==> src/pwmcap_pkg.sv <==
// Package for the PWM pulse capture to compare block.
// Widths, register indexes, sequencer states and multiply/divide unit types.
// No dependencies.
`default_nettype none
package pwmcap_pkg;

  localparam int CHANNELS = 3;
  localparam int CHAN_W   = 2;
  localparam int TIMER_W  = 16;
  localparam int REG_W    = 16;
  localparam int CFG_IDX_W = 2;
  localparam int DUTY_W   = 7;

  localparam int MDU_W    = 32;
  localparam int MDU_B_W  = 16;
  localparam int STEP_W   = 6;

  localparam logic [STEP_W-1:0] MUL_STEPS  = STEP_W'(MDU_B_W);
  localparam logic [STEP_W-1:0] DIV_STEPS  = STEP_W'(MDU_W);
  localparam int               DUTY_DVD_W = 23;
  localparam logic [STEP_W-1:0] DUTY_STEPS = STEP_W'(DUTY_DVD_W);

  localparam logic [DUTY_W-1:0] DUTY_FULL = DUTY_W'(100);

  localparam logic [CFG_IDX_W-1:0] REG_MIN_PULSE     = 2'd0;
  localparam logic [CFG_IDX_W-1:0] REG_MAX_PULSE     = 2'd1;
  localparam logic [CFG_IDX_W-1:0] REG_OUTPUT_PERIOD = 2'd2;
  localparam logic [CFG_IDX_W-1:0] REG_MAX_COMPARE   = 2'd3;

  localparam logic [REG_W-1:0] MIN_PULSE_RST     = 16'd1000;
  localparam logic [REG_W-1:0] MAX_PULSE_RST     = 16'd2000;
  localparam logic [REG_W-1:0] OUTPUT_PERIOD_RST = 16'd1000;
  localparam logic [REG_W-1:0] MAX_COMPARE_RST   = 16'd1000;

  typedef enum logic [2:0] {
    S_IDLE,
    S_PREP,
    S_MUL,
    S_DIV1,
    S_DIV2,
    S_EMIT
  } state_t;

  typedef enum logic {
    OP_MUL,
    OP_DIV
  } mdu_op_t;

  typedef struct packed {
    logic              start;
    mdu_op_t           op;
    logic [STEP_W-1:0] steps;
  } mdu_cmd_t;

  typedef struct packed {
    logic busy;
    logic done;
  } mdu_sts_t;

endpackage
`default_nettype wire

==> src/pwmcap_mdu.sv <==
// Shared multiply/divide unit: shift-add multiply and restoring divide,
// one bit per cycle. Depends on pwmcap_pkg.
`default_nettype none
module pwmcap_mdu import pwmcap_pkg::*; (
  input  logic               clk,
  input  logic               rst_n,
  input  mdu_cmd_t           cmd,
  input  logic [MDU_W-1:0]   opa,
  input  logic [MDU_B_W-1:0] opb,
  output mdu_sts_t           sts,
  output logic [MDU_W-1:0]   result
);

  logic [MDU_W-1:0]   acc_r, acc_nxt;
  logic [MDU_W-1:0]   opd_r, opd_nxt;
  logic [MDU_B_W-1:0] div_r, div_nxt;
  mdu_op_t            op_r;
  logic [STEP_W-1:0]  cnt_r;
  logic               busy_r;
  logic               done_r;

  logic [MDU_B_W:0]   rem_sh;
  logic [MDU_B_W:0]   diff;
  logic               ge;
  logic [MDU_W-1:0]   sum;

  assign rem_sh = {acc_r[MDU_B_W-1:0], opd_r[MDU_W-1]};
  assign ge     = rem_sh >= {1'b0, div_r};
  assign diff   = rem_sh - {1'b0, div_r};
  assign sum    = acc_r + opd_r;

  always_comb begin
    if (op_r == OP_MUL) begin
      acc_nxt = div_r[0] ? sum : acc_r;
      opd_nxt = {opd_r[MDU_W-2:0], 1'b0};
      div_nxt = {1'b0, div_r[MDU_B_W-1:1]};
    end else begin
      acc_nxt = {{(MDU_W-MDU_B_W-1){1'b0}}, ge ? diff : rem_sh};
      opd_nxt = {opd_r[MDU_W-2:0], ge};
      div_nxt = div_r;
    end
  end

  always_ff @(posedge clk) begin
    if (!rst_n) begin
      busy_r <= 1'b0;
      done_r <= 1'b0;
      cnt_r  <= '0;
    end else begin
      done_r <= 1'b0;
      if (cmd.start) begin
        busy_r <= 1'b1;
        cnt_r  <= cmd.steps;
      end else if (busy_r) begin
        cnt_r <= cnt_r - 1'b1;
        if (cnt_r == STEP_W'(1)) begin
          busy_r <= 1'b0;
          done_r <= 1'b1;
        end
      end
    end
  end

  always_ff @(posedge clk) begin
    if (cmd.start) begin
      op_r  <= cmd.op;
      acc_r <= '0;
      opd_r <= opa;
      div_r <= opb;
    end else if (busy_r) begin
      acc_r <= acc_nxt;
      opd_r <= opd_nxt;
      div_r <= div_nxt;
    end
  end

  assign sts.busy = busy_r;
  assign sts.done = done_r;
  assign result   = (op_r == OP_MUL) ? acc_r : opd_r;

endmodule
`default_nettype wire

==> config.mk <==
export PLATFORM = sky130hd
export DESIGN_NAME = pwmcap_mdu
export DESIGN_NICKNAME = d
export VERILOG_FILES = /design/src/pwmcap_pkg.sv /design/src/pwmcap_mdu.sv
export SDC_FILE = /design/constraint.sdc
export NUM_CORES = 1
export LEC_CHECK = 0
export BUFFER_PORTS_ARGS = -buffer_cell sky130_fd_sc_hd__buf_4
export CAP_MARGIN = 5
export CORE_ASPECT_RATIO = 0.75
export CORE_MARGIN = 2
export CORE_UTILIZATION = 40
export CTS_CLUSTER_SIZE = 20
export DETAILED_ROUTE_END_ITERATION = 16
export HOLD_SLACK_MARGIN = 0.02
export PLACE_DENSITY = 0.61
export SKIP_CTS_REPAIR_TIMING = 1
export SYNTH_ARGS = -nofsm -noshare
export SYNTH_HDL_FRONTEND = slang
export SYNTH_SLANG_ARGS = --single-unit
export TNS_END_PERCENT = 1
==> constraint.sdc <==
create_clock -name clk -period 3.7 [get_ports clk]
set_input_delay 0.37 -clock clk [delete_from_list [all_inputs] [get_ports clk]]
set_output_delay 0.37 -clock clk [all_outputs]
set_load 0.05 [all_outputs]
After elaboration in Yosys (flattened, before gate mapping) --
Index checks and enable logic that the tools add are counted.
Word-level totals: flip-flop bits (word level) 89, bits of input ports 58, output and inout bits 34, word-level logic and storage cells 36
Operators by class: add/sub/neg operators 3, magnitude comparators 1, eq/ne operators 2, multiplexer cells 16, bitwise operators 2, reduce and logical (&&, ||, !) cells 5
Operators by type and width (count):
- $mux W32 | 5
- $mux W16 | 3
- $add A32 B32 Y32 | 1
- $ge A17 B16 Y1 | 1
- $mux W17 | 1
- $sub A17 B16 Y17 | 1
- $mux W6 | 2
- $eq A6 B1 Y1 const B | 1
- $sub A6 B1 Y6 const B | 1
- $mux W1 | 5
- $reduce_and A2 Y1 | 2
- $reduce_bool A2 Y1 | 2
- $reduce_or A3 Y1 | 1
- $ne A2 B2 Y1 const B | 1
- $not A1 Y1 | 2

Depth between registers and ports, before layout --
Gate-level depths: netlist (run 1).
word-level depth 4, gate-level depth with buffers 13, mapped depth without buffers 13

Least setup slack after synthesis (run 1) --
No wires, ideal clock.
path type register -> register, start point register opd_r[31], end point register acc_r[16], setup time 0.142 ns, arrival time 2.703 ns, required time 3.558 ns, path slack 0.855 ns, stages on the path, launching flop included 14, buffers on the path 0, period minus slack after synthesis 2.845 ns, path through edfxtp_1 > inv_1 > ha_1 > inv_1 > fa_1 > a21o_1 > a21oi_1 > o21ai_0 > a41o_1 > a31oi_1 > o21ai_1 > a31oi_1 > mux2i_1 > a31oi_1
Between the ends: word-level cells in the longest chain between the ends 3, elaborated cells on any way between the ends 4, those cells by class 1 x add/sub; 1 x order compare; 2 x mux
Ends and longest elaborated chain:
- start, declared | RTL line pwmcap_mdu.sv:15 | logic [MDU_W-1:0] opd_r, opd_nxt;
- start signal, assigned | RTL line pwmcap_mdu.sv:68 | opd_r <= opa;
- start signal, assigned | RTL line pwmcap_mdu.sv:72 | opd_r <= opd_nxt;
- $sub A17 B16 Y17 / $ge A17 B16 Y1 (equally long branches) | RTL line pwmcap_mdu.sv:29, pwmcap_mdu.sv:28
- $mux W17 (*) | RTL line pwmcap_mdu.sv:38 | acc_nxt = {{(MDU_W-MDU_B_W-1){1'b0}}, ge ? diff : rem_sh};
- $mux W32 (*) | RTL line pwmcap_mdu.sv:33 | if (op_r == OP_MUL) begin
- end signal, assigned | RTL line pwmcap_mdu.sv:71 | acc_r <= acc_nxt;
- end, declared | RTL line pwmcap_mdu.sv:14 | logic [MDU_W-1:0] acc_r, acc_nxt;
Every way passes the cells marked *; elsewhere a longest branch is shown, timed or not. A chain may end at the register's enable or synchronous reset.

Final worst setup path (run 1) --
Same ends and word-level chain as after synthesis.

==> flow_summary.json, run 1 <==
{
  "synth_area_leader_cell": "edfxtp_1",
  "crit_fanout": 5,
  "crit-reg2reg-launch": "opd_r[31]$_DFFE_PP_",
  "place_congestion": 0.8591,
  "multiInputGateArea_um2": 3913,
  "seqCellArea_um2": 2272,
  "finalCritPeriodShare": 0.8638,
  "post-route-util": 0.4819,
  "netlist_area_um2": 6435,
  "hold_ws_ps": 206.5,
  "grtUsageTotal": 0.2013,
  "power.total_mw": 3.571,
  "grt_pass1_wl_um": 26930,
  "die_h_um": 113.8,
  "row_count": 40,
  "nets": 867,
  "startpoint_type": "flip-flop",
  "initial_core_util": 0.4056,
  "synth-main-ff-cell": "edfxtp_1",
  "final.setup_skew_ps": 7.519,
  "overflow": 0,
  "io-pin-count": 92,
  "async_reset_ff_frac": 0,
  "antenna_found_initial": 0,
  "syn_area_per_cell_um2": 9.449,
  "ys_seq_area_frac": 0.3531,
  "required_ps": 3910,
  "drv_cap": 0,
  "clock_sinks": 89,
  "yosys_warnings": 0,
  "antenna_cells": 0,
  "finalSetupTns_ps": 0,
  "setup_viol": 0,
  "worst_pin_slew_ps": 1046,
  "status": "completed",
  "clock_latency_ps": 360,
  "synth_area_leaders": "edfxtp_1 (23%), dfxtp_1 (12%), mux2_2 (11%)",
  "vias": 5339,
  "die_w_um": 150.5,
  "synth_edf_count": 49,
  "arrival_ps": 3410,
  "grt_max_degree": 67,
  "finalInstanceArea_um2": 7645,
  "cpMostUsedCell": "a31oi_1",
  "first_iter_violations": 394,
  "htreeDepth": 3,
  "rsz0062_at_grt": "no",
  "wl_um": 16810,
  "drt.antenna.violating_nets": 0,
  "hp-start": "cmd[6]",
  "cp-end-kind": "flip-flop",
  "numCtsBuffers": 9,
  "hold_viol": 0,
  "clkSlewWorstSetupHoldPaths_ps": 70,
  "drive_above_1_share": 0.2464,
  "cts_max_path_buffers": 2,
  "drt-vias-per-instance": 5.487,
  "min_period_ps": 3196,
  "fill_cells": 1473,
  "grt_pass1_vias": 5125,
  "placed_area_um2": 7305,
  "relSlewSlack": 0.3000,
  "clockRootBuffer": "clkbuf_16",
  "drtPass1Iterations": 6,
  "synthCells": 681,
  "slowest_stage": "edfxtp_1",
  "core_um2": 15870,
  "hpwl_um": 12560,
  "dieArea_um2": 17130,
  "ys_ff_latch": 89,
  "synth_cell_types": 64,
  "cts_tree": "yes",
  "syn2layout_area_growth_pct": 18.80,
  "report.final.slew_viol_count": 0,
  "p_per_area_nw_per_um2": 467.2,
  "post_drt_wl_per_cell_um": 17.28,
  "peakVddDrop_uv": 252.9,
  "holdCritPathClass": "input pin to flip-flop",
  "max_stage_delay_ps": 450,
  "synth_top_area_share": 0.2287,
  "critPathLaunch": "opd_r[31]$_DFFE_PP_",
  "port_buffers": 91,
  "leakage_nw": 3.301,
  "timing.fmax_ghz": 0.3129,
  "drc_errors": 0,
  "path_class": "flip-flop to flip-flop",
  "crit_chain": "inv_1 -> ha_1 -> inv_1 -> fa_1 -> a21o_1 -> a21oi_1 -> o21ai_0 -> a41o_1 -> a31oi_1 -> o21ai_1 -> a31oi_1 -> mux2i_1 -> a31oi_1",
  "syn-num-nets": 790
}
-- synth_stat cells (all sizes together), types with 2 or more instances --
library cell,count
nor2b,5
nand4,5
mux2i,6
a2111oi,2
buf,13
ha,49
inv,31
fa,2
nand3b,2
nand2,52
o21a,11
and2,7
nand2b,2
nor3,11
a21o,23
mux2,64
a211o,2
xor2,16
nand3,17
a31oi,8
o41ai,3
nor2,41
clkbuf,18
o211ai,4
or2,3
o21bai,5
o22ai,8
and3,6
edfxtp,49
o21ai,53
nor4b,2
dfxtp,40
a211oi,3
a32oi,3
a21oi,44
a22o,6
or3,4
and4,2
o31ai,3
a22oi,16
xnor2,26
-- cells in the final DEF, fill, tap and decap left out, types with 8 or more instances in the layout --
| cell | Yosys | layout |
|---|---|---|
| buf_4 | 2 | 96 |
| mux2_2 | 64 | 64 |
| nand2_1 | 52 | 52 |
| o21ai_0 | 50 | 50 |
| ha_1 | 49 | 49 |
| edfxtp_1 | 49 | 49 |
| a21oi_1 | 43 | 43 |
| nor2_1 | 41 | 41 |
| dfxtp_1 | 40 | 40 |
| inv_1 | 31 | 31 |
| xnor2_1 | 26 | 26 |
| a21o_1 | 22 | 22 |
| nand3_1 | 17 | 17 |
| xor2_1 | 16 | 16 |
| a22oi_1 | 16 | 16 |
| o21a_1 | 11 | 11 |
| nor3_1 | 11 | 11 |
| clkbuf_16 | 0 | 10 |
| o22ai_1 | 8 | 8 |
-- final timing paths --
path / to / slack (ps) / cells past startpoint
setup / recovery: acc_r[16]$_SDFFE_PP0P_ / 500 / 13
hold / removal: op_r$_DFFE_PP_ / 210 / 1
setup reg to reg: acc_r[16]$_SDFFE_PP0P_ / 500 / 13
hold reg to reg: acc_r[29]$_SDFFE_PP0P_ / 510 / 1
-- report_power, final --
group / internal [mW] / switching [mW] / leakage, nW / total (mW)
Combinational: 0.515 / 0.745 / 2.32 / 1.26
Sequential: 1.16 / 0.101 / 0.820 / 1.26
Clock: 0.651 / 0.404 / 0.164 / 1.05
-- cells by family after synthesis --
family,synth area share
and+or+nand+nor,0.1204
AOI/OAI and AO/OA,0.2077
adders and majority gates,0.1015
xor gates and xnor gates,0.05716
buffers and inverters,0.03889
DFF,0.3531
muxes,0.1213
-- through the flow --
step                      instances  setup slack, ps
after floorplan                 681            855.3
after global placement          957            589.5
after detailed placement        957            531.7
after CTS                       973            514.9
after global routing            973            229.0
final                           973            503.8
-- state kept, by name, summed over array words and instances (netlist names) --
signal / count
acc_r: 32
busy_r: 1
cnt_r: 6
div_r: 16
done_r: 1
op_r: 1
opd_r: 32
-- routing by layer --
metal  global-route usage  up-vias  routed length (um)  share of wire
li1                     -     2689                   -              -
met1               0.2992     2493                8788           0.52
met2               0.2955      147                6853           0.41
met3              0.04360       10                1023          0.061
met4              0.04969        0                 147         0.0087
met5                    0        -                   0              0
-- area by class of cell --
| class | count | area share |
|---|---|---|
| Tap cell | 210 | 0.03437 |
| Multi-Input combinational cell | 530 | 0.5118 |
| Sequential cell | 89 | 0.2972 |
| Timing Repair Buffer | 97 | 0.09689 |
| Inverter | 31 | 0.01522 |
| Clock inverter | 4 | 0.009493 |
| Clock buffer | 12 | 0.03502 |
-- worst max-delay path, delay by kind of cell, from the launching register on --
family / cells / cell delay, ps
AOI/OAI and AO/OA: 8 / 1600
DFF: 1 / 450
adders and majority gates: 2 / 600
buffers and inverters: 2 / 180
muxes: 1 / 210
Power figures use the tool's default switching activity.
==> run 2, diff against run 1 <==
Clock period 3.7 ns to 4.1 ns, I/O delays scaled along.
==> flow_summary.json, run 2 (synthesis gave the netlist of run 1 again) <==
{
  "status": "completed",
  "crit-reg2reg-launch": "acc_r[8]$_SDFFE_PP0P_",
  "antenna_cells": 0,
  "drc_errors": 0,
  "final_common_cell": "buf_4",
  "cts_max_path_buffers": 2,
  "port_buffers": 91,
  "rsz0062_at_grt": "no",
  "path_class": "flip-flop to flip-flop",
  "post_drt_wl_per_cell_um": 17.55,
  "drive_above_1_share": 0.2487,
  "finalCritPeriodShare": 0.7974,
  "first_iter_violations": 452,
  "clock_sinks": 89,
  "overflow": 0,
  "grt_pass1_wl_um": 26840,
  "layout_common_cells": "buf_4 (98), mux2_2 (64), nand2_1 (52), o21ai_0 (50)",
  "crit_fanout": 5,
  "worst_pin_slew_ps": 1014,
  "io-pin-count": 92,
  "clock_latency_ps": 370,
  "syn2layout_area_growth_pct": 18.84,
  "worstHoldPathCells": 1,
  "leakage_nw": 3.302,
  "placed_area_um2": 7300,
  "met3_usage": 0.05800,
  "row_count": 40,
  "cts_tree": "yes",
  "met1_usage": 0.2970,
  "crit_chain": "ha_1 -> a21oi_1 -> o21ai_0 -> a311oi_1 -> o41ai_2 -> a31oi_2 -> o31ai_1 -> o41ai_1 -> o21ai_0 -> nand3_1",
  "min_period_ps": 3270,
  "regToRegSetupSlack_ps": 830,
  "place_congestion": 0.9395,
  "dieArea_um2": 17130,
  "report.final.slew_viol_count": 0,
  "drt.antenna.violating_nets": 0,
  "cpMostUsedCell": "o21ai_0",
  "peakVddDrop_uv": 276.6,
  "rr_endpoint": "acc_r[31]$_SDFFE_PP0P_",
  "holdCritPathClass": "input pin to flip-flop",
  "htreeDepth": 3,
  "grt_util_met2": 0.2855,
  "drv_cap": 0,
  "max_stage_delay_ps": 560,
  "clockRootBuffer": "clkbuf_16",
  "busiest_layer": "met1",
  "p_per_area_nw_per_um2": 424.2,
  "reg2reg_depth": 10,
  "critPathLaunch": "acc_r[8]$_SDFFE_PP0P_",
  "antenna_found_initial": 0,
  "hpwl_um": 12750,
  "finalSetupTns_ps": 0,
  "grtUsageTotal": 0.2019,
  "slowest_stage": "o41ai_1",
  "largestRegisters": "acc_r x32, opd_r x32, div_r x16",
  "drt-vias-per-instance": 5.564,
  "startpoint_type": "flip-flop",
  "finalInstanceArea_um2": 7647,
  "core_um2": 15870,
  "grt_max_degree": 72,
  "setup_viol": 0,
  "die_h_um": 113.8,
  "timing.fmax_ghz": 0.3059,
  "clkSlewWorstSetupHoldPaths_ps": 70,
  "nets": 868,
  "final.setup_skew_ps": 9.437,
  "cp-end-kind": "flip-flop",
  "hold_viol": 0,
  "grt_pass1_vias": 5206,
  "drtPass1Iterations": 5,
  "required_ps": 4410,
  "arrival_ps": 3580,
  "initial_core_util": 0.4056,
  "crit_end": "acc_r[31]$_SDFFE_PP0P_",
  "vias": 5419,
  "relSlewSlack": 0.3215,
  "die_w_um": 150.5,
  "wl_um": 17090,
  "numCtsBuffers": 9
}
==> run 2: metal layers <==
layer / up-vias / routed length, um
met2: 170 / 6952
met5: - / 0
met3: 16 / 1109
li1: 2688 / -
met4: 0 / 236
met1: 2545 / 8794
==> run 2: per-stage QoR <==
stage	util	hold slack, ps	setup WS (ps)	total power, mW	cells
2_1_floorplan	-	461.2	1255	1.970	681
3_3_place_gp	0.4601	481.2	1006	2.268	958
3_5_place_dp	0.4601	486.0	976.9	2.279	958
4_1_cts	0.4820	210.0	939.8	3.260	974
5_1_grt	0.4820	213.0	716.4	3.404	974
6_report	0.4820	222.2	830.5	3.244	974
==> run 2: layout make-up <==
| type | count | area [um2] |
|---|---|---|
| fill | 1517 | 8218 |
| sequential | 89 | 2272 |
| clock inverter | 5 | 83.83 |
| timing repair buffer | 98 | 735.7 |
| multi-input combinational | 530 | 3913 |
| clock buffer | 11 | 264.0 |
| inverter | 31 | 116.4 |
| tap | 210 | 262.8 |
==> run 2: how the worst min path moves through the flow <==
stage,startpoint,endpoint,slack (ps)
after floorplan,acc_r[30]$_SDFFE_PP0P_,acc_r[30]$_SDFFE_PP0P_,460
after global placement,acc_r[30]$_SDFFE_PP0P_,acc_r[30]$_SDFFE_PP0P_,480
after detailed placement,acc_r[29]$_SDFFE_PP0P_,acc_r[29]$_SDFFE_PP0P_,490
after CTS,cmd[6],op_r$_DFFE_PP_,210
after global routing,cmd[6],op_r$_DFFE_PP_,210
final,cmd[6],op_r$_DFFE_PP_,220
==> run 2: worst max-delay path: cells and delay by family, from the launching register on <==
family          cells  cell delay [ps]
simple gates        1              120
fa+ha+maj           1              350
compound gates      8             2270
flops               1              480
==> run 2: power breakdown <==
group	internal, mW	switching (mW)
clock network	0.590	0.378
registers	1.04	0.0899
logic	0.465	0.679
total	2.10	1.15
==> run 3, diff against run 2 <==
Clock period 4.1 ns to 3.15 ns, I/O delays scaled along.
==> flow_summary.json, run 3 (synthesis gave the netlist of run 1 again) <==
{
  "peakVddDrop_uv": 275.2,
  "finalInstanceArea_um2": 7717,
  "cts_max_path_buffers": 2,
  "htreeDepth": 3,
  "initial_core_util": 0.4056,
  "nets": 878,
  "antenna_found_initial": 0,
  "grtUsageTotal": 0.2037,
  "dieArea_um2": 17130,
  "antenna_cells": 0,
  "drive_above_1_share": 0.2661,
  "fill_cells": 1496,
  "leakage_nw": 3.348,
  "path_buf_inv": 0,
  "die_w_um": 150.5,
  "status": "completed",
  "seq_power_share": 0.353,
  "required_ps": 3400,
  "switching_power_mw": 1.512,
  "pwr-share-comb": 0.370,
  "arrival_ps": 3240,
  "port_buffers": 91,
  "grt_pass1_wl_um": 27210,
  "power.total_mw": 4.146,
  "cp.depth": 11,
  "grt_max_degree": 44,
  "finalSetupTns_ps": 0,
  "clock_sinks": 89,
  "slowest_stage": "fa_1",
  "overflow": 0,
  "drt.antenna.violating_nets": 0,
  "largestRegisters": "acc_r x32, opd_r x32, div_r x16",
  "hold_viol": 0,
  "crit_chain": "ha_1 -> fa_1 -> a21o_1 -> a21o_2 -> a211oi_2 -> o41a_2 -> o211ai_1 -> nor3b_2 -> o41ai_2 -> xnor2_1 -> a22o_1",
  "placed_area_um2": 7375,
  "drc_errors": 0,
  "timing.fmax_ghz": 0.3343,
  "place_congestion": 0.9135,
  "max_stage_delay_ps": 410,
  "row_count": 40,
  "numCtsBuffers": 9,
  "final_common_cell": "buf_4",
  "core_um2": 15870,
  "reg2reg_depth": 11,
  "holdCritPathClass": "input pin to flip-flop",
  "setup_viol": 0,
  "min_period_ps": 2991,
  "worst_pin_slew_ps": 921.5,
  "cp-end-kind": "flip-flop",
  "report.final.slew_viol_count": 0,
  "p_per_area_nw_per_um2": 537.2,
  "rsz0062_at_grt": "no",
  "drv_cap": 0,
  "post_drt_wl_per_cell_um": 17.31,
  "hpwl_um": 12840,
  "worstHoldPathCells": 1,
  "die_h_um": 113.8,
  "crit_fanout": 6,
  "first_iter_violations": 603,
  "io-pin-count": 92,
  "grt_pass1_vias": 5232,
  "internal-power_mw": 2.634,
  "cts_tree": "yes",
  "layout_common_cells": "buf_4 (108), mux2_2 (64), nand2_1 (52), o21ai_0 (50)",
  "crit_family": "compound AO/OA/AOI/OAI gates",
  "startpoint_type": "flip-flop",
  "clock_latency_ps": 360,
  "syn2layout_area_growth_pct": 19.93,
  "relSlewSlack": 0.3857,
  "final.setup_skew_ps": 7.427,
  "clockRootBuffer": "clkbuf_16",
  "wl_um": 17030,
  "path_class": "flip-flop to flip-flop",
  "netSwitchingFraction": 0.3647,
  "drt-vias-per-instance": 5.478,
  "vias": 5390,
  "finalCritPeriodShare": 0.9495,
  "clkSlewWorstSetupHoldPaths_ps": 70,
  "drtPass1Iterations": 6,
  "clock_power_share": 0.277
}
[run 3: changes by cell type in the layout (fill, tap and decap cells not counted), sizes merged]
cell,before,now
buf,98,108
clkinvlp,2,1
inv,32,33
bufinv,2,1
clkinv,0,2
clkbuf,11,10
[run 3: power by group through the flow]
stage,Combinational (mW),Clock [mW],Sequential (mW)
6_report,1.53,1.15,1.46
5_1_grt,1.67,1.22,1.48
4_1_cts,1.52,1.18,1.46
3_5_place_dp,1.51,0,1.49
3_3_place_gp,1.49,0,1.48
2_1_floorplan,1.12,0,1.45
[run 3: path summary, 6_finish.rpt]
path	from	endpoint	slack, ps
worst min register to register	acc_r[29]$_SDFFE_PP0P_	acc_r[29]$_SDFFE_PP0P_	510
worst max-delay path	acc_r[0]$_SDFFE_PP0P_	acc_r[28]$_SDFFE_PP0P_	160
worst min-delay path	cmd[6]	op_r$_DFFE_PP_	150
worst max register to register	acc_r[0]$_SDFFE_PP0P_	acc_r[28]$_SDFFE_PP0P_	160
[run 3: stage by stage]
| step | util | std cells | hold WS, ps | setup WS (ps) |
|---|---|---|---|---|
| detailed placement | 0.4648 | 968 | 495.9 | 106.1 |
| global placement | 0.4648 | 968 | 484.8 | 162.3 |
| floorplan | - | 681 | 413.9 | 305.3 |
| finish | 0.4864 | 984 | 152.0 | 159.0 |
| global route | 0.4864 | 984 | 136.0 | 9.234 |
| CTS | 0.4846 | 984 | 143.2 | 87.95 |
[run 3: cell type report]
| cell class | count | area (um2) | area share |
|---|---|---|---|
| sequential | 89 | 2272 | 0.2944 |
| clock buffer | 10 | 239.0 | 0.03097 |
| tap | 210 | 262.8 | 0.03405 |
| multi-input combinational | 530 | 3941 | 0.5107 |
| clock inverter | 6 | 75.07 | 0.009728 |
| inverter | 31 | 116.4 | 0.01508 |
| timing repair buffer | 108 | 810.8 | 0.1051 |
[run 3: routing by layer]
layer | track usage | wire length [um]
met5 | 0 | 0
met4 | 0.03899 | 139
met3 | 0.04600 | 994
met2 | 0.2864 | 6779
met1 | 0.3169 | 9117
